--- config.mk ---
export PLATFORM = sky130hd
export DESIGN_NAME = c_integer_literal_parser
export DESIGN_NICKNAME = d
export VERILOG_FILES = /design/src/rtl/core/cilp_pkg.sv /design/src/rtl/core/cilp_scan.sv /design/src/rtl/core/cilp_type.sv /design/src/rtl/core/c_integer_literal_parser.sv
export SDC_FILE = /design/constraint.sdc
export NUM_CORES = 1
export LEC_CHECK = 0
export BUFFER_PORTS_ARGS = -buffer_cell sky130_fd_sc_hd__buf_2
export CAP_MARGIN = 25
export CELL_PAD_IN_SITES_DETAIL_PLACEMENT = 0
export CELL_PAD_IN_SITES_GLOBAL_PLACEMENT = 1
export CORE_ASPECT_RATIO = 1.5
export CORE_MARGIN = 2
export CORE_UTILIZATION = 52
export CTS_CLUSTER_SIZE = 12
export DETAILED_ROUTE_END_ITERATION = 10
export GPL_TIMING_DRIVEN = 0
export PLACE_DENSITY_LB_ADDON = 0.1
export SYNTH_ARGS = -nofsm -noshare
export SYNTH_HDL_FRONTEND = slang
export SYNTH_HIERARCHICAL = 1
export SYNTH_SLANG_ARGS = --single-unit
--- constraint.sdc ---
create_clock -name clk_i -period 11.16 [get_ports clk_i]
set_input_delay 1.116 -clock clk_i [delete_from_list [all_inputs] [get_ports clk_i]]
set_output_delay 1.116 -clock clk_i [all_outputs]
set_load 0.05 [all_outputs]
--- src/rtl/core/cilp_pkg.sv ---
`timescale 1ns / 1ps
// ----------------------------------------------------------------------------
// cilp_pkg
// Shared types and character codes for the C integer literal parser.
// ----------------------------------------------------------------------------
package cilp_pkg;

  // Scanner phase within one token
  typedef enum logic [1:0] {
    PH_START  = 2'd0,
    PH_ZERO   = 2'd1,
    PH_DIGITS = 2'd2,
    PH_SUFFIX = 2'd3
  } phase_e;

  // Number base of the token
  typedef enum logic [1:0] {
    BASE_DEC = 2'd0,
    BASE_OCT = 2'd1,
    BASE_HEX = 2'd2,
    BASE_BIN = 2'd3
  } base_e;

  // Result type codes
  typedef enum logic [2:0] {
    TYPE_INT    = 3'd0,
    TYPE_UINT   = 3'd1,
    TYPE_LONG   = 3'd2,
    TYPE_ULONG  = 3'd3,
    TYPE_LLONG  = 3'd4,
    TYPE_ULLONG = 3'd5
  } type_code_e;

  localparam int unsigned ValueW = 64;
  localparam int unsigned NumTypes = 6;

  // Character codes
  localparam logic [7:0] CH_0     = 8'h30;
  localparam logic [7:0] CH_1     = 8'h31;
  localparam logic [7:0] CH_9     = 8'h39;
  localparam logic [7:0] CH_A_LO  = 8'h61;
  localparam logic [7:0] CH_F_LO  = 8'h66;
  localparam logic [7:0] CH_A_UP  = 8'h41;
  localparam logic [7:0] CH_F_UP  = 8'h46;
  localparam logic [7:0] CH_X_LO  = 8'h78;
  localparam logic [7:0] CH_X_UP  = 8'h58;
  localparam logic [7:0] CH_B_LO  = 8'h62;
  localparam logic [7:0] CH_B_UP  = 8'h42;
  localparam logic [7:0] CH_U_LO  = 8'h75;
  localparam logic [7:0] CH_U_UP  = 8'h55;
  localparam logic [7:0] CH_L_LO  = 8'h6c;
  localparam logic [7:0] CH_L_UP  = 8'h4c;
  localparam logic [7:0] CH_QUOTE = 8'h27;

  // Finished token handed from the scanner to the type stage
  typedef struct packed {
    logic              ok;
    logic [ValueW-1:0] value;
    logic              dec;
    logic              u;
    logic [1:0]        lc;
  } done_t;

endpackage

--- src/rtl/core/cilp_scan.sv ---
`timescale 1ns / 1ps
// ----------------------------------------------------------------------------
// cilp_scan
// Input register and per-character token scanner: prefix, digits with
// separators, suffix letters. Registers a finished-token record when it consumes the last beat.
// ----------------------------------------------------------------------------
module cilp_scan (
  input  logic            clk_i,
  input  logic            rst_ni,
  input  logic            in_valid_i,
  output logic            in_ready_o,
  input  logic [7:0]      in_ch_i,
  input  logic            in_last_i,
  output logic            done_valid_o,
  input  logic            done_ready_i,
  output cilp_pkg::done_t done_o
);

  typedef struct packed {
    logic       bad;
    logic       u;
    logic [1:0] lc;
    logic       uf;
  } sfx_t;

  // Apply one suffix letter to the suffix flags
  function automatic sfx_t sfx_take(logic [7:0] c, logic u, logic [1:0] lc, logic uf);
    sfx_t r;
    r.bad = 1'b0;
    r.u   = u;
    r.lc  = lc;
    r.uf  = uf;
    if (c == cilp_pkg::CH_U_LO || c == cilp_pkg::CH_U_UP) begin
      if (u) begin
        r.bad = 1'b1;
      end else begin
        r.u = 1'b1;
        if (lc == 2'd0) r.uf = 1'b1;
      end
    end else if (c == cilp_pkg::CH_L_LO || c == cilp_pkg::CH_L_UP) begin
      if (lc >= 2'd2 || (u && !uf)) begin
        r.bad = 1'b1;
      end else begin
        r.lc = lc + 2'd1;
      end
    end else begin
      r.bad = 1'b1;
    end
    return r;
  endfunction

  // Input register
  logic       a_valid_q, a_valid_d;
  logic [7:0] a_ch_q;
  logic       a_last_q;
  logic       consume;
  logic       in_fire;

  // Token state
  cilp_pkg::phase_e           phase_q, phase_d, phase_t;
  cilp_pkg::base_e            base_q, base_d, base_t;
  logic [cilp_pkg::ValueW-1:0] accum_q, accum_d, accum_t, mac;
  logic ds_q, ds_d, ds_t;
  logic pq_q, pq_d, pq_t;
  logic su_q, su_d, su_t;
  logic [1:0] lc_q, lc_d, lc_t;
  logic uf_q, uf_d, uf_t;
  logic fail_q, fail_d, fail_t;

  // Character decode
  logic [4:0] dval;
  logic       d_ok, is_sfx, is_quote, is_x, is_b;
  sfx_t       sfx;

  // Done register
  logic            done_valid_q, done_valid_d;
  cilp_pkg::done_t done_q;
  logic            tok_ok;

  assign in_fire    = in_valid_i && in_ready_o;
  assign consume    = a_valid_q && (!a_last_q || !done_valid_q || done_ready_i);
  assign in_ready_o = !a_valid_q || consume;

  // Hold the beat until the scanner takes it
  always_comb begin
    a_valid_d = a_valid_q;
    if (consume) a_valid_d = 1'b0;
    if (in_fire) a_valid_d = 1'b1;
  end

  always_ff @(posedge clk_i or negedge rst_ni) begin
    if (!rst_ni) begin
      a_valid_q <= 1'b0;
    end else begin
      a_valid_q <= a_valid_d;
    end
  end

  always_ff @(posedge clk_i) begin
    if (in_fire) begin
      a_ch_q   <= in_ch_i;
      a_last_q <= in_last_i;
    end
  end

  // Decode the character
  always_comb begin
    if (a_ch_q inside {[cilp_pkg::CH_0:cilp_pkg::CH_9]}) begin
      dval = 5'(a_ch_q - cilp_pkg::CH_0);
    end else if (a_ch_q inside {[cilp_pkg::CH_A_LO:cilp_pkg::CH_F_LO]}) begin
      dval = 5'(a_ch_q - cilp_pkg::CH_A_LO + 8'd10);
    end else if (a_ch_q inside {[cilp_pkg::CH_A_UP:cilp_pkg::CH_F_UP]}) begin
      dval = 5'(a_ch_q - cilp_pkg::CH_A_UP + 8'd10);
    end else begin
      dval = 5'd16;
    end
    is_quote = a_ch_q == cilp_pkg::CH_QUOTE;
    is_x     = a_ch_q == cilp_pkg::CH_X_LO || a_ch_q == cilp_pkg::CH_X_UP;
    is_b     = a_ch_q == cilp_pkg::CH_B_LO || a_ch_q == cilp_pkg::CH_B_UP;
    is_sfx   = a_ch_q == cilp_pkg::CH_U_LO || a_ch_q == cilp_pkg::CH_U_UP ||
               a_ch_q == cilp_pkg::CH_L_LO || a_ch_q == cilp_pkg::CH_L_UP;
    sfx      = sfx_take(a_ch_q, su_q, lc_q, uf_q);
  end

  // Digit check and constant-radix multiply
  always_comb begin
    case (base_q)
      cilp_pkg::BASE_DEC: begin
        d_ok = dval < 5'd10;
        mac  = (accum_q << 3) + (accum_q << 1);
      end
      cilp_pkg::BASE_OCT: begin
        d_ok = dval < 5'd8;
        mac  = accum_q << 3;
      end
      cilp_pkg::BASE_HEX: begin
        d_ok = dval < 5'd16;
        mac  = accum_q << 4;
      end
      cilp_pkg::BASE_BIN: begin
        d_ok = dval < 5'd2;
        mac  = accum_q << 1;
      end
      default: begin
        d_ok = 1'b0;
        mac  = accum_q;
      end
    endcase
  end

  // Next phase and failure
  always_comb begin
    phase_t = phase_q;
    fail_t  = fail_q;
    if (!fail_q) begin
      case (phase_q)
        cilp_pkg::PH_START: begin
          if (a_ch_q == cilp_pkg::CH_0) begin
            phase_t = cilp_pkg::PH_ZERO;
          end else if (a_ch_q inside {[cilp_pkg::CH_1:cilp_pkg::CH_9]}) begin
            phase_t = cilp_pkg::PH_DIGITS;
          end else begin
            fail_t = 1'b1;
          end
        end
        cilp_pkg::PH_ZERO: begin
          if (is_x || is_b || dval < 5'd8 || is_quote) begin
            phase_t = cilp_pkg::PH_DIGITS;
          end else if (is_sfx) begin
            phase_t = cilp_pkg::PH_SUFFIX;
            fail_t  = sfx.bad;
          end else begin
            fail_t = 1'b1;
          end
        end
        cilp_pkg::PH_DIGITS: begin
          if (d_ok) begin
            phase_t = cilp_pkg::PH_DIGITS;
          end else if (is_quote) begin
            fail_t = !ds_q || pq_q;
          end else if (is_sfx) begin
            if (!ds_q || pq_q) begin
              fail_t = 1'b1;
            end else begin
              phase_t = cilp_pkg::PH_SUFFIX;
              fail_t  = sfx.bad;
            end
          end else begin
            fail_t = 1'b1;
          end
        end
        cilp_pkg::PH_SUFFIX: begin
          fail_t = sfx.bad;
        end
        default: begin
          fail_t = 1'b1;
        end
      endcase
    end
  end

  // Next datapath state
  always_comb begin
    accum_t = accum_q;
    base_t  = base_q;
    ds_t    = ds_q;
    pq_t    = pq_q;
    su_t    = su_q;
    lc_t    = lc_q;
    uf_t    = uf_q;
    if (!fail_q) begin
      case (phase_q)
        cilp_pkg::PH_START: begin
          if (a_ch_q == cilp_pkg::CH_0) begin
            base_t = cilp_pkg::BASE_OCT;
            ds_t   = 1'b1;
          end else if (a_ch_q inside {[cilp_pkg::CH_1:cilp_pkg::CH_9]}) begin
            base_t  = cilp_pkg::BASE_DEC;
            accum_t = cilp_pkg::ValueW'(dval);
            ds_t    = 1'b1;
          end
        end
        cilp_pkg::PH_ZERO: begin
          if (is_x) begin
            base_t = cilp_pkg::BASE_HEX;
            ds_t   = 1'b0;
          end else if (is_b) begin
            base_t = cilp_pkg::BASE_BIN;
            ds_t   = 1'b0;
          end else if (dval < 5'd8) begin
            accum_t = cilp_pkg::ValueW'(dval);
          end else if (is_quote) begin
            pq_t = 1'b1;
          end else if (is_sfx && !sfx.bad) begin
            su_t = sfx.u;
            lc_t = sfx.lc;
            uf_t = sfx.uf;
          end
        end
        cilp_pkg::PH_DIGITS: begin
          if (d_ok) begin
            accum_t = mac + cilp_pkg::ValueW'(dval);
            ds_t    = 1'b1;
            pq_t    = 1'b0;
          end else if (is_quote) begin
            if (ds_q && !pq_q) pq_t = 1'b1;
          end else if (is_sfx && ds_q && !pq_q && !sfx.bad) begin
            su_t = sfx.u;
            lc_t = sfx.lc;
            uf_t = sfx.uf;
          end
        end
        cilp_pkg::PH_SUFFIX: begin
          if (!sfx.bad) begin
            su_t = sfx.u;
            lc_t = sfx.lc;
            uf_t = sfx.uf;
          end
        end
        default: begin
          accum_t = accum_q;
        end
      endcase
    end
  end

  // Token verdict from the updated state
  assign tok_ok = !fail_t && (phase_t == cilp_pkg::PH_ZERO ||
                              phase_t == cilp_pkg::PH_SUFFIX ||
                              (phase_t == cilp_pkg::PH_DIGITS && ds_t && !pq_t));

  // Advance the token state; clear it after the last beat
  always_comb begin
    phase_d = phase_q;
    base_d  = base_q;
    accum_d = accum_q;
    ds_d    = ds_q;
    pq_d    = pq_q;
    su_d    = su_q;
    lc_d    = lc_q;
    uf_d    = uf_q;
    fail_d  = fail_q;
    if (consume) begin
      if (a_last_q) begin
        phase_d = cilp_pkg::PH_START;
        base_d  = cilp_pkg::BASE_DEC;
        accum_d = '0;
        ds_d    = 1'b0;
        pq_d    = 1'b0;
        su_d    = 1'b0;
        lc_d    = 2'd0;
        uf_d    = 1'b0;
        fail_d  = 1'b0;
      end else begin
        phase_d = phase_t;
        base_d  = base_t;
        accum_d = accum_t;
        ds_d    = ds_t;
        pq_d    = pq_t;
        su_d    = su_t;
        lc_d    = lc_t;
        uf_d    = uf_t;
        fail_d  = fail_t;
      end
    end
  end

  always_ff @(posedge clk_i or negedge rst_ni) begin
    if (!rst_ni) begin
      phase_q <= cilp_pkg::PH_START;
      base_q  <= cilp_pkg::BASE_DEC;
      accum_q <= '0;
      ds_q    <= 1'b0;
      pq_q    <= 1'b0;
      su_q    <= 1'b0;
      lc_q    <= 2'd0;
      uf_q    <= 1'b0;
      fail_q  <= 1'b0;
    end else begin
      phase_q <= phase_d;
      base_q  <= base_d;
      accum_q <= accum_d;
      ds_q    <= ds_d;
      pq_q    <= pq_d;
      su_q    <= su_d;
      lc_q    <= lc_d;
      uf_q    <= uf_d;
      fail_q  <= fail_d;
    end
  end

  // Finished-token register
  always_comb begin
    done_valid_d = done_valid_q;
    if (done_ready_i) done_valid_d = 1'b0;
    if (consume && a_last_q) done_valid_d = 1'b1;
  end

  always_ff @(posedge clk_i or negedge rst_ni) begin
    if (!rst_ni) begin
      done_valid_q <= 1'b0;
    end else begin
      done_valid_q <= done_valid_d;
    end
  end

  always_ff @(posedge clk_i) begin
    if (consume && a_last_q) begin
      done_q.ok    <= tok_ok;
      done_q.value <= accum_t;
      done_q.dec   <= base_t == cilp_pkg::BASE_DEC;
      done_q.u     <= su_t;
      done_q.lc    <= lc_t;
    end
  end

  assign done_valid_o = done_valid_q;
  assign done_o       = done_q;

endmodule

--- src/rtl/core/cilp_type.sv ---
`timescale 1ns / 1ps
// ----------------------------------------------------------------------------
// cilp_type
// Picks the C type of a finished token from its value, base and suffix, and
// holds the result in the output register.
// ----------------------------------------------------------------------------
module cilp_type (
  input  logic                        clk_i,
  input  logic                        rst_ni,
  input  logic                        long_is_wide_i,
  input  logic                        done_valid_i,
  output logic                        done_ready_o,
  input  cilp_pkg::done_t             done_i,
  output logic                        out_valid_o,
  input  logic                        out_ready_i,
  output logic                        out_accepted_o,
  output logic [cilp_pkg::ValueW-1:0] out_value_o,
  output logic [2:0]                  out_type_o
);

  logic                          out_valid_q, out_valid_d;
  logic                          acc_q;
  logic [cilp_pkg::ValueW-1:0]   value_q;
  cilp_pkg::type_code_e          type_q, pick;
  logic [cilp_pkg::NumTypes-1:0] fits, allowed;
  logic                          le_int, le_uint, le_ll, uns_ok;
  logic [2:0]                    start;
  logic                          take;

  assign done_ready_o = !out_valid_q || out_ready_i;
  assign take         = done_valid_i && done_ready_o;

  // Range checks against each candidate's maximum
  always_comb begin
    le_int  = done_i.value[63:31] == '0;
    le_uint = done_i.value[63:32] == '0;
    le_ll   = !done_i.value[63];
    fits[0] = le_int;
    fits[1] = le_uint;
    fits[2] = long_is_wide_i ? le_ll : le_int;
    fits[3] = long_is_wide_i ? 1'b1 : le_uint;
    fits[4] = le_ll;
    fits[5] = 1'b1;
  end

  // First allowed candidate that holds the value
  always_comb begin
    start  = {done_i.lc, 1'b0};
    uns_ok = done_i.u || !done_i.dec;
    for (int i = 0; i < cilp_pkg::NumTypes; i++) begin
      allowed[i] = (3'(i) >= start) && ((i % 2 == 1) ? uns_ok : !done_i.u);
    end
    pick = cilp_pkg::type_code_e'({done_i.lc, done_i.u});
    for (int i = cilp_pkg::NumTypes - 1; i >= 0; i--) begin
      if (allowed[i] && fits[i]) pick = cilp_pkg::type_code_e'(3'(i));
    end
  end

  // Output register
  always_comb begin
    out_valid_d = out_valid_q;
    if (out_ready_i) out_valid_d = 1'b0;
    if (take) out_valid_d = 1'b1;
  end

  always_ff @(posedge clk_i or negedge rst_ni) begin
    if (!rst_ni) begin
      out_valid_q <= 1'b0;
    end else begin
      out_valid_q <= out_valid_d;
    end
  end

  always_ff @(posedge clk_i) begin
    if (take) begin
      acc_q   <= done_i.ok;
      value_q <= done_i.ok ? done_i.value : '0;
      type_q  <= done_i.ok ? pick : cilp_pkg::TYPE_INT;
    end
  end

  assign out_valid_o    = out_valid_q;
  assign out_accepted_o = acc_q;
  assign out_value_o    = value_q;
  assign out_type_o     = 3'(type_q);

`ifndef SYNTHESIS
  // A rejected token carries zero value and type
  assert property (@(posedge clk_i) disable iff (!rst_ni)
    out_valid_q && !acc_q |-> value_q == '0 && type_q == cilp_pkg::TYPE_INT)
    else $error("rejected token with nonzero payload");

  // Type code stays within the six C types
  assert property (@(posedge clk_i) disable iff (!rst_ni)
    out_valid_q |-> 3'(type_q) <= 3'(cilp_pkg::TYPE_ULLONG))
    else $error("type code out of range");

  // A decimal without u never gets an unsigned type
  assert property (@(posedge clk_i) disable iff (!rst_ni)
    take && done_i.ok && done_i.dec && !done_i.u |=> !type_q[0])
    else $error("unsigned type for unsuffixed decimal");

  // Long suffix never yields int or uint
  assert property (@(posedge clk_i) disable iff (!rst_ni)
    take && done_i.ok && done_i.lc != 2'd0 |=> 3'(type_q) >= 3'(cilp_pkg::TYPE_LONG))
    else $error("long suffix picked a narrower type");
`endif

endmodule

--- src/rtl/core/c_integer_literal_parser.sv ---
`timescale 1ns / 1ps
// Path: the last character of a token passes the input register, the scanner's
//   finished-token register and the type stage's output register to m_axis.
// Throughput: one character per cycle, except that a last character stalls while
//   the done register is full and not taken; the radix multiply-add sets this figure.
// Reset: rst_ni clears all valids, the token state, and sets long_is_wide to 1.
// ----------------------------------------------------------------------------
// c_integer_literal_parser
// Recognizes a C integer constant, one character per beat, and reports
// acceptance, value modulo 2^64 and the C type on the last beat.
// ----------------------------------------------------------------------------
module c_integer_literal_parser (
  input  logic        clk_i,
  input  logic        rst_ni,
  input  logic        cfg_we_i,
  input  logic        cfg_wdata_i,       // long_is_wide
  input  logic        s_axis_tvalid,
  output logic        s_axis_tready,
  input  logic [7:0]  s_axis_tdata,      // [7:0] ch
  input  logic        s_axis_tlast,
  output logic        m_axis_tvalid,
  input  logic        m_axis_tready,
  output logic [71:0] m_axis_tdata       // [0] accepted, [64:1] value, [67:65] type_code
);

  logic                        long_is_wide_q;
  logic                        done_valid, done_ready;
  cilp_pkg::done_t             done;
  logic                        out_acc;
  logic [cilp_pkg::ValueW-1:0] out_value;
  logic [2:0]                  out_type;

  // Configuration register
  always_ff @(posedge clk_i or negedge rst_ni) begin
    if (!rst_ni) begin
      long_is_wide_q <= 1'b1;
    end else if (cfg_we_i) begin
      long_is_wide_q <= cfg_wdata_i;
    end
  end

  cilp_scan u_scan (
    .clk_i        (clk_i),
    .rst_ni       (rst_ni),
    .in_valid_i   (s_axis_tvalid),
    .in_ready_o   (s_axis_tready),
    .in_ch_i      (s_axis_tdata),
    .in_last_i    (s_axis_tlast),
    .done_valid_o (done_valid),
    .done_ready_i (done_ready),
    .done_o       (done)
  );

  cilp_type u_type (
    .clk_i          (clk_i),
    .rst_ni         (rst_ni),
    .long_is_wide_i (long_is_wide_q),
    .done_valid_i   (done_valid),
    .done_ready_o   (done_ready),
    .done_i         (done),
    .out_valid_o    (m_axis_tvalid),
    .out_ready_i    (m_axis_tready),
    .out_accepted_o (out_acc),
    .out_value_o    (out_value),
    .out_type_o     (out_type)
  );

  // Pack the result beat
  assign m_axis_tdata = {4'b0000, out_type, out_value, out_acc};

endmodule
=== Word-level counts from Yosys, hierarchy flattened ===
Index checks and enable logic that the tools add are counted.

* $add $sub $neg: 8
* Bitwise logic cells: 1
* Reductions and logical operators: 73
* Magnitude comparators: 18
* Eq/ne operators: 29
* Multiplexer cells: 121

{| class="wikitable"
|+ Operators by type and width
! operator !! count
|-
| 64-bit two-way mux || 8
|-
| 64-bit case mux with 4 select lines || 1
|-
| 64-bit case mux with 3 select lines || 1
|-
| 1-bit two-way mux || 65
|-
| 64-bit by 5-bit adder with 64-bit output || 1
|-
| 64-bit adder || 1
|-
| 8-bit by 7-bit equality test with 1-bit output, second input constant || 8
|-
| 2-bit two-way mux || 32
|-
| 33-bit logical NOT || 1
|-
| 32-bit logical NOT || 1
|-
| 1-bit logical AND || 28
|-
| 3-bit by 2-bit inequality test with 1-bit output, second input constant || 7
|-
| 1-bit logical OR || 18
|-
| 8-bit by 6-bit equality test with 1-bit output, second input constant || 2
|-
| 8-bit by 6-bit >= comparator with 1-bit output, second input constant || 2
|-
| 8-bit by 7-bit >= comparator with 1-bit output, second input constant || 2
|-
| 8-bit by 7-bit <= comparator with 1-bit output, second input constant || 2
|-
| 5-bit two-way mux || 3
|-
| 1-bit logical NOT || 13
|-
| 2-bit equality test, second input constant || 6
|-
| 2-bit case mux with 3 select lines || 2
|-
| 12-bit AND reduction || 1
|-
| 5-bit by 4-bit adder with 5-bit output, second input constant || 2
|-
| 5-bit by 4-bit < comparator with 1-bit output, second input constant || 2
|-
| 25 further kinds || 41
|}

* Bits of input ports: 15
* Word-level logic and storage cells: 275
* Output and inout bits: 74
* Register bits after elaboration: 225

=== Logic depth before layout (Yosys ltp) ===
Gate-level depths: netlist of the first run.

* Depth after elaboration: 16
* Depth in mapped cells: 22
* Depth with buffers taken out: 19

=== Cells and area by module ===
The synthesis of the first run kept the hierarchy.

{| class="wikitable"
|+ By module, submodules not included
! module !! seq. area each (sq um) !! area an instance (sq um) !! cells each !! instances
|-
| cilp_scan || 4269.1 || 14836.7 || 1819 || 1
|-
| cilp_type || 2067.0 || 2703.8 || 169 || 1
|-
| c_integer_literal_parser || 26.3 || 82.6 || 8 || 1
|}

=== Worst setup path after synthesis of the first run ===
No wires, ideal clock.

* Kind: register -> register
* Start: reg u_scan.base_q[0]
* End: reg u_scan.done_q, in the netlist u_scan/done_o[50], data pin
* Data arrival time: 4.967 ns
* Setup slack: 5.925 ns
* Library setup time: 0.268 ns
* Data required time: 10.892 ns
* Stages on the path, launching flop included: 20
* Period minus slack after synthesis: 5.235 ns
* Buffers on the path: 7
* Cells stage by stage: dfrtp_1 > buf_2 > buf_1 > buf_2 > buf_2 > buf_1 > buf_1 > buf_1 > mux4_2 > ha_1 > nor2b_1 > o21a_1 > inv_1 > nor4_1 > nand2_1 > nor3_1 > nand4_1 > or2_2 > xnor2_1 > o21ai_0

* Longest elaborated chain between the ends: 6
* Elaborated cells on any way between the ends: 10
* Those cells by class: add/sub (1); eq/ne (3); mux (5); reduce/logical (1)

{| class="wikitable"
|+ RTL lines
! item !! line !! source
|-
| start, declared || cilp_scan.sv:61 || <nowiki>cilp_pkg::base_e base_q, base_d, base_t;</nowiki>
|-
| start signal, assigned || cilp_scan.sv:311 || <nowiki>base_q <= cilp_pkg::BASE_DEC;</nowiki>
|-
| start signal, assigned || cilp_scan.sv:321 || <nowiki>base_q <= base_d;</nowiki>
|-
| 2-bit equality test, or another cell as far along || cilp_scan.sv:127 || <nowiki>case (base_q)</nowiki>
|-
| 64-bit case mux with 4 select lines || cilp_scan.sv:127 ||
|-
| 64-bit by 5-bit adder with 64-bit output || cilp_scan.sv:242 || <nowiki>accum_t = mac + cilp_pkg::ValueW'(dval);</nowiki>
|-
| 64-bit two-way mux * || cilp_scan.sv:241 || <nowiki>if (d_ok) begin</nowiki>
|-
| 64-bit case mux with 3 select lines * || cilp_scan.sv:212 || <nowiki>case (phase_q)</nowiki>
|-
| 64-bit two-way mux * || cilp_scan.sv:211 || <nowiki>if (!fail_q) begin</nowiki>
|-
| named net u_scan.accum_t, one bit || cilp_scan.sv:62 || <nowiki>logic [cilp_pkg::ValueW-1:0] accum_q, accum_d, accum_t, mac;</nowiki>
|-
| end, declared || cilp_scan.sv:77 || <nowiki>cilp_pkg::done_t done_q;</nowiki>
|}

The timed path passes the listed nets; every way through them passes the cells marked *.
A chain may end at the register's enable or synchronous reset.

=== Worst setup path after layout of the first run ===
Ends and elaborated chain as after synthesis.

==> key figures, run 1 <==
Global route
  – Global-route wire length before repair: 94.44 mm
  – Met2 usage: between 50% and 60%
  – Largest net degree at the start of global routing: 73
  – Routing usage on met3: around 2.3%
  – Vias in the first global route: ~16000
  – Overall Global Routing Usage: 34.33%
  – Grt total ovfl: 0
  – GR Util met1: about 45%
  – Layer with the highest usage: met2
  – Antenna violations before repair: 0

Timing
  – Final worst setup slack: ~3.5 ns
  – Final period util: 68.25%
  – RSZ-0062 raised after global routing: no
  – Setup TNS Final: 0 ns
  – Final setup violating endpoints: 0
  – Final Max Tran Viols: 0
  – Final worst path period need: about 7.6 ns
  – Worst slew pin tran: 0.9694 ns
  – Fmax: 131.3 MHz
  – Hold Violations, Final: 0
  – Worst relative slew slack: between 30% and 40%
  – Clk_skew: approximately 0.013 ns

Clock network
  – CTS Buffer Depth: 3
  – Htree depth: 1
  – Clk_lat worst skew: about 0.51 ns
  – CTS Sinks: 225
  – Root Driver: clkbuf_16
  – Setup Fix Bufs, Post-CTS: 0
  – Clock slew at reported path FFs: ~0.070 ns
  – Resize count post-CTS: 0
  – Hold_buf cts: 0
  – Total CTS buffers: 22
  – CTS tree: done

Synthesis
  – Post-synth EDFFs: between 100 and 150
  – YS warnings: 6
  – Leading area contributor after synthesis: edfxtp_1
  – Cells after Synth: around 2000
  – Post-synthesis sequential area ratio: a little over a third
  – Syn_area_per_cell: ~8.8 sq um
  – Post-synth top area share: 24.88%
  – Most common library cells after synthesis: nand2_1, a21oi_1, edfxtp_1, o21ai_0, nor2_1
  – Top cells by area, synth: edfxtp_1, dfrtp_1, nand2_1, ha_1, a21oi_1
  – Ys flop type: edfxtp_1
  – Top-count cell post-synth: nand2_1
  – Synth Register Bits: between 200 and 250
  – Post-Syn Area: approximately 0.018 sq mm
  – Synth async-reset ratio: between 30% and 40%
  – Synth cell types: between 100 and 150

Place
  – GP Congestion: 1.004
  – DP HPWL: ~50 mm
  – Place WS: approximately 3.8 ns
  – Port Buffer Count: between 80 and 90
  – Placed inst area: 0.01864 sq mm

Min path
  – HP Class: in -> async

Final layout
  – Fin nets: 2200
  – Filler instances: 3083
  – Area growth syn-to-layout: 9.386%
  – Design Area, Final: slightly below 0.02 sq mm
  – Layout cell share with drive strength beyond 1: around 11%
  – N_diodes: 0

Die
  – Initial Util: roughly 53%
  – Die area: between 0.03 and 0.04 sq mm
  – Die width: between 150 and 200 um
  – Top-Level Pins: slightly below 90
  – Chip height: 229.5 um
  – Cell Rows: 82
  – Core box area: between 0.03 and 0.04 sq mm

Pwr
  – Combinational power share: 11.0%
  – Total Power: ~1.8 mW
  – NetSw: 469.0 uW
  – Int Pwr: 1.351 mW
  – Switch share: 25.77%
  – Reg power frac: slightly above 50%
  – Leakage: around 7.3 nW
  – Pwr Density: about 94 mW/mm^2
  – Peak supply drop: between 70 and 80 uV
  – Clk pwr share: between 30% and 40%

Drt
  – Drt pass-1 iters: 6
  – Vias/cell: approximately 6.5
  – Wirelength per Cell: 24.16 um
  – Vias after detailed routing: 16610
  – # DRC: 0
  – Routed wire length: roughly 60 mm
  – Remaining antenna violation count: 0
  – Initial DRC count: around 1500

Outcome
  – Status: complete, no violations

Worst setup path
  – Nature of the critical path endpoint: flip-flop
  – Required @ worst endpoint: approximately 11 ns
  – CP Max Fanout: 10
  – Arr. time, crit path: around 7.8 ns
  – Startpoint types: flip-flop
  – Crit path kind: reg -> reg

Run
  – Maxcap violations: 0
critical path: stages (launching register included):
cell,delay (ns)
dfrtp_1,0.36
buf_2,0.21
buf_1,0.38
buf_2,0.35
buf_2,0.30
buf_1,0.40
buf_1,0.64
buf_1,0.74
mux4_2,0.60
ha_1,0.33
nor2b_1,0.14
o21a_1,0.18
inv_1,0.07
nor4_1,0.48
nand2_1,0.31
nor3_1,0.63
nand4_1,0.43
or2_2,0.45
xnor2_1,0.18
o21ai_0,0.12
metal layers:
metal  wire length (um)  part of all wire, %  vias to the layer above
li1                   -                    -                     7727
met1              25150                   41                     7948
met5                  0                    0                        -
met4               3574                  5.8                        0
met2              28930                   47                      765
met3               3831                  6.2                      174
path summary, 6_finish.rpt:
path / start / end / slack [ns] / cells after the start
worst max-delay path: u_scan/base_q[0] / u_scan/done_o[50] / 3.54 / 19
worst min-delay path: rst_ni / u_scan/accum_q[1] / 0.47 / 1
worst max register to register: u_scan/base_q[0] / u_scan/done_o[50] / 3.54 / 19
worst min register to register: u_scan/done_o[19] / u_type/out_value_o[15] / 0.53 / 1
max in group asynchronous: rst_ni / long_is_wide_q / 10.01 / 2
min in group clk_i: u_scan/done_o[19] / u_type/out_value_o[15] / 0.53 / 1
sequential cells by signal, summed over array words and instances, names as in the netlist:
signal	flops
u_scan/done_o	69
u_scan/accum_q	64
u_type/out_value_o	64
u_scan/a_ch_q	8
u_type/out_type_o	3
u_scan/base_q	2
u_scan/lc_q	2
u_scan/phase_q	2
long_is_wide_q	1
u_scan/a_last_q	1
u_scan/a_valid_q	1
u_scan/done_valid_o	1
u_scan/ds_q	1
u_scan/fail_q	1
u_scan/pq_q	1
u_scan/su_q	1
u_scan/uf_q	1
u_type/out_accepted_o	1
u_type/out_valid_o	1
power by group through the flow:
stage	Clock, mW	Sequential, mW	Combinational (mW)
2_1_floorplan	0	1.01	0.0819
3_3_place_gp	0	0.955	0.192
3_5_place_dp	0	0.954	0.198
4_1_cts	0.699	0.937	0.199
5_1_grt	0.727	0.940	0.212
6_report	0.683	0.937	0.199
cell type report:
| cell class | instances | area (sq um) | share of cell area, % |
|---|---|---|---|
| multi-input combinational | 1608 | 10590 | 54.92 |
| sequential | 225 | 6362 | 33.00 |
| clock buffer | 39 | 635.6 | 3.297 |
| buffer | 124 | 533.0 | 2.765 |
| tap | 420 | 525.5 | 2.726 |
| timing repair buffer | 86 | 470.5 | 2.440 |
| inverter | 42 | 157.7 | 0.8178 |
| clock inverter | 1 | 5.005 | 0.02596 |
kinds of logic (layout without fill, tap and decap cells):
logic type	count (synthesis)	after routing	synth area share, %
compound gates	613	613	23.22
xor+xnor	78	78	3.876
fa+ha+maj	76	76	5.481
buf+inv	166	292	3.919
flops	225	225	36.10
mux	63	63	4.480
other cells	1	4	0.02128
simple gates	774	774	22.90
cell usage in the layout, fill, tap and decap left out, types with 13 or more instances in the layout:
cell	count
a22o_1	67
nor2_1	134
and3_1	17
nand3_1	44
o211ai_1	15
o21ai_0	144
o22ai_1	17
buf_1	17
dfrtp_1	78
mux2i_1	38
clkbuf_16	23
ha_1	74
nor4_1	19
or3_1	17
nand2b_1	21
a21oi_1	151
a21o_1	29
and2_1	81
nand4_1	52
o21a_1	24
clkbuf_1	89
a31oi_1	19
mux2_2	13
edfxtp_1	146
xor2_1	35
buf_2	107
nand2_1	249
xnor2_1	43
nor3_1	53
inv_1	39
stage by stage:
| stage | hold slack, ns | cells | util, % |
|---|---|---|---|
| 5_1_grt | 0.4743 | 2545 | 57.64 |
| 4_1_cts | 0.4590 | 2545 | 57.64 |
| 6_report | 0.4665 | 2545 | 57.64 |
| 3_5_place_dp | 0.5067 | 2505 | 55.72 |
| 3_3_place_gp | 0.4769 | 2503 | 55.55 |
| 2_1_floorplan | 0.4575 | 1999 | - |
Note: power is estimated with default switching activity, not from simulation.
==> run 2: changes to the inputs <==
--- a/config.mk
+++ b/config.mk
@@ -5,13 +5,14 @@
 export SDC_FILE = /design/constraint.sdc
 export NUM_CORES = 1
 export LEC_CHECK = 0
+export ABC_AREA = 1
 export BUFFER_PORTS_ARGS = -buffer_cell sky130_fd_sc_hd__buf_2
 export CAP_MARGIN = 25
 export CELL_PAD_IN_SITES_DETAIL_PLACEMENT = 0
 export CELL_PAD_IN_SITES_GLOBAL_PLACEMENT = 1
 export CORE_ASPECT_RATIO = 1.5
 export CORE_MARGIN = 2
-export CORE_UTILIZATION = 52
+export CORE_UTILIZATION = 45
 export CTS_CLUSTER_SIZE = 12
 export DETAILED_ROUTE_END_ITERATION = 10
 export GPL_TIMING_DRIVEN = 0
==> constraint.sdc (replaced) <==
create_clock -name clk_i -period 7.8 [get_ports clk_i]
set_input_delay 0.78 -clock clk_i [delete_from_list [all_inputs] [get_ports clk_i]]
set_output_delay 0.78 -clock clk_i [all_outputs]
set_load 0.05 [all_outputs]
==> run 2 against run 1 <==
Net effect: fmax rose by 38%; via count up 30%; worst hold slack got worse by 0.30 ns; highest routed layer unchanged.
==> key figures, run 2 <==
Synthesis
  – Top cells by area, synth: edfxtp_1, nand2_1, inv_1, dfrtp_1, nor2_1
  – Post-synth EDFFs: between 100 and 150
  – Post-synth top area share: 21.75%
  – Post-Syn Area: 0.02016 sq mm
  – Most common library cells after synthesis: nand2_1, inv_1, nor2_1, nand3_1, edfxtp_1
  – Synth Register Bits: 225
  – Post-synthesis sequential area ratio: 31.57%
  – Ys flop type: edfxtp_1
  – Top-count cell post-synth: nand2_1
  – Leading area contributor after synthesis: edfxtp_1
  – Synth cell types: 65
  – Syn_area_per_cell: around 6.3 sq um
  – YS warnings: 6
  – Synth async-reset ratio: about a third
  – Cells after Synth: approximately 3200

Drt
  – Wirelength per Cell: approximately 21 um
  – Vias after detailed routing: about 22000
  – Vias/cell: 5.482
  – Remaining antenna violation count: 0
  – Initial DRC count: 1729
  – Routed wire length: 81.64 mm
  – # DRC: 0
  – Drt pass-1 iters: 5

Worst setup path
  – Startpoint types: flip-flop
  – CP max-delay cell: clkbuf_1
  – Register-to-Register Path Depth: 28
  – Reg2reg end: u_scan/done_o[64]
  – Register-to-register setup slack: between 2 and 2.5 ns
  – Crit. Startpoint: u_scan/base_q[1]
  – Nature of the critical path endpoint: flip-flop
  – Crit path kind: reg -> reg
  – Max stage delay on crit path: 0.69 ns
  – Top cell by count, worst path: nand2_1
  – Arr. time, crit path: approximately 5.8 ns
  – RR Startpoint: u_scan/base_q[1]
  – Required @ worst endpoint: roughly 8 ns
  – CP Max Fanout: 10

Timing
  – Final worst path period need: ~5.5 ns
  – RSZ-0062 raised after global routing: no
  – Setup TNS Final: 0 ns
  – Hold Violations, Final: 0
  – Final Max Tran Viols: 0
  – Worst relative slew slack: 38.86%
  – Fmax: about 180 MHz
  – Worst slew pin tran: approximately 0.9 ns
  – Clk_skew: around 0.015 ns
  – Final period util: 70.67%
  – Worst hold slack: between 0.15 and 0.2 ns
  – Final setup violating endpoints: 0

Global route
  – Vias in the first global route: between 20000 and 25000
  – Grt total ovfl: 0
  – Global-route wire length before repair: roughly 120 mm
  – Overall Global Routing Usage: a little over a third
  – Antenna violations before repair: 1
  – Largest net degree at the start of global routing: between 70 and 80

Die
  – Core box area: around 0.045 sq mm
  – Top-Level Pins: between 80 and 90
  – Die area: 0.04653 sq mm
  – Initial Util: between 40 and 50%
  – Cell Rows: between 90 and 100
  – Chip height: ~260 um
  – Die width: between 150 and 200 um

Final layout
  – Max reg flops: 69
  – Core Util, Final: 49.76%
  – Fin cells: 3937
  – Fin nets: roughly 3400
  – Layout cell share with drive strength beyond 1: 7.154%
  – Most common cell after layout, fill and taps aside: nand2_1
  – Commonest cells after routing, fill and taps aside: nand2_1, inv_1, nor2_1
  – Area growth syn-to-layout: 10.04%
  – N_diodes: 0

Place
  – GP Congestion: between 0.9 and 1
  – Placed Cells: ~3900
  – DP HPWL: ~68 mm
  – Port Buffer Count: 84

Outcome
  – Status: complete, no violations

Pwr
  – Total Power: between 6 and 7 mW
  – Leakage: 11.12 nW
  – Pwr Density: 290.8 mW/mm^2
  – Peak supply drop: 201.3 uV

Clock network
  – Total CTS buffers: 25
  – CTS Sinks: roughly 230
  – CTS Buffer Depth: 3
  – Hold_buf cts: 0
  – CTS tree: done
  – Clk_lat worst skew: roughly 0.55 ns
  – Resize count post-CTS: 0
  – Setup Fix Bufs, Post-CTS: 0
  – Htree depth: 1
  – Clock slew at reported path FFs: 0.06 ns
  – Root Driver: clkbuf_16

Min path
  – HP Class: in -> async

Run
  – Maxcap violations: 0
## run 2: cell types whose count changed after synthesis, moves of 27 or more
cell      delta
nand2_1    +884
inv_1      +568
nand3_1    +162
nor2_1     +147
and2_1      -70
a22o_1      -66
mux2i_1     -38
xnor2_1     -38
o221ai_1    +36
nor3_1      -33
clkbuf_1    -29
a21o_1      -27
a21oi_1     -27
## run 2: final cells by class
type                    count  area [sq um]
clock inverters            10         98.84
well taps                 582         728.2
fillers                  4752         22400
plain buffers              76         346.6
repair buffers             87         498.0
flip-flops and latches    225          6362
inverters                 632          2380
clock buffers              35         673.1
multi-input cells        2290         11090
## run 2: logic make-up (layout without fill, tap and decap cells)
| kind of cell | Yosys count | in the layout | share of synthesized area (%) |
|---|---|---|---|
| AND/OR/NAND/NOR | 1766 | 1766 | 36.61 |
| XOR/XNOR | 18 | 18 | 0.7822 |
| other | 1 | 4 | 0.01861 |
| adder cells (fa/ha/maj) | 76 | 76 | 4.792 |
| buffers and inverters | 708 | 840 | 13.51 |
| flip-flops | 225 | 225 | 31.57 |
| AO/OA/AOI/OAI | 426 | 426 | 12.72 |
## run 2: worst max-delay path, delay by kind of cell (launching register included)
family / cells / cell delay, ns
AO/OA/AOI/OAI: 3 / 0.67
flip-flops: 1 / 0.37
adder cells (fa/ha/maj): 1 / 0.26
buffers and inverters: 6 / 1.86
AND/OR/NAND/NOR: 18 / 2.04
## run 2: through the flow
stage | instance area, sq um | setup slack, ns
final | 22180 | 2.288
after global routing | 22180 | 2.031
after CTS | 22180 | 2.446
after detailed placement | 21410 | 2.471
after global placement | 21320 | 1.794
after floorplan | 20170 | 3.182
## run 2: worst max path at each step
stage | to | cells after the start
4_1_cts | u_scan/done_o[64] | 28
2_1_floorplan | u_type/out_accepted_o | 2
3_3_place_gp | u_type/out_value_o[61] | 3
3_5_place_dp | u_scan/done_o[64] | 28
5_1_grt | u_scan/done_o[41] | 25
6_report | u_scan/done_o[64] | 28
## run 2: routing by layer
metal	part of all wire (%)	routed length, um	GRT usage, %
met5	0	0	0
met4	9.8	8002	27.92
met3	5.6	4538	3.784
met2	49	39800	61.32
met1	36	29290	38.22
## run 2: where the power goes
part	leakage, nW	internal [mW]	switching, mW
Combinational	8.26	0.956	2.70
Sequential	2.48	1.45	0.213
Clock	0.367	0.640	0.486
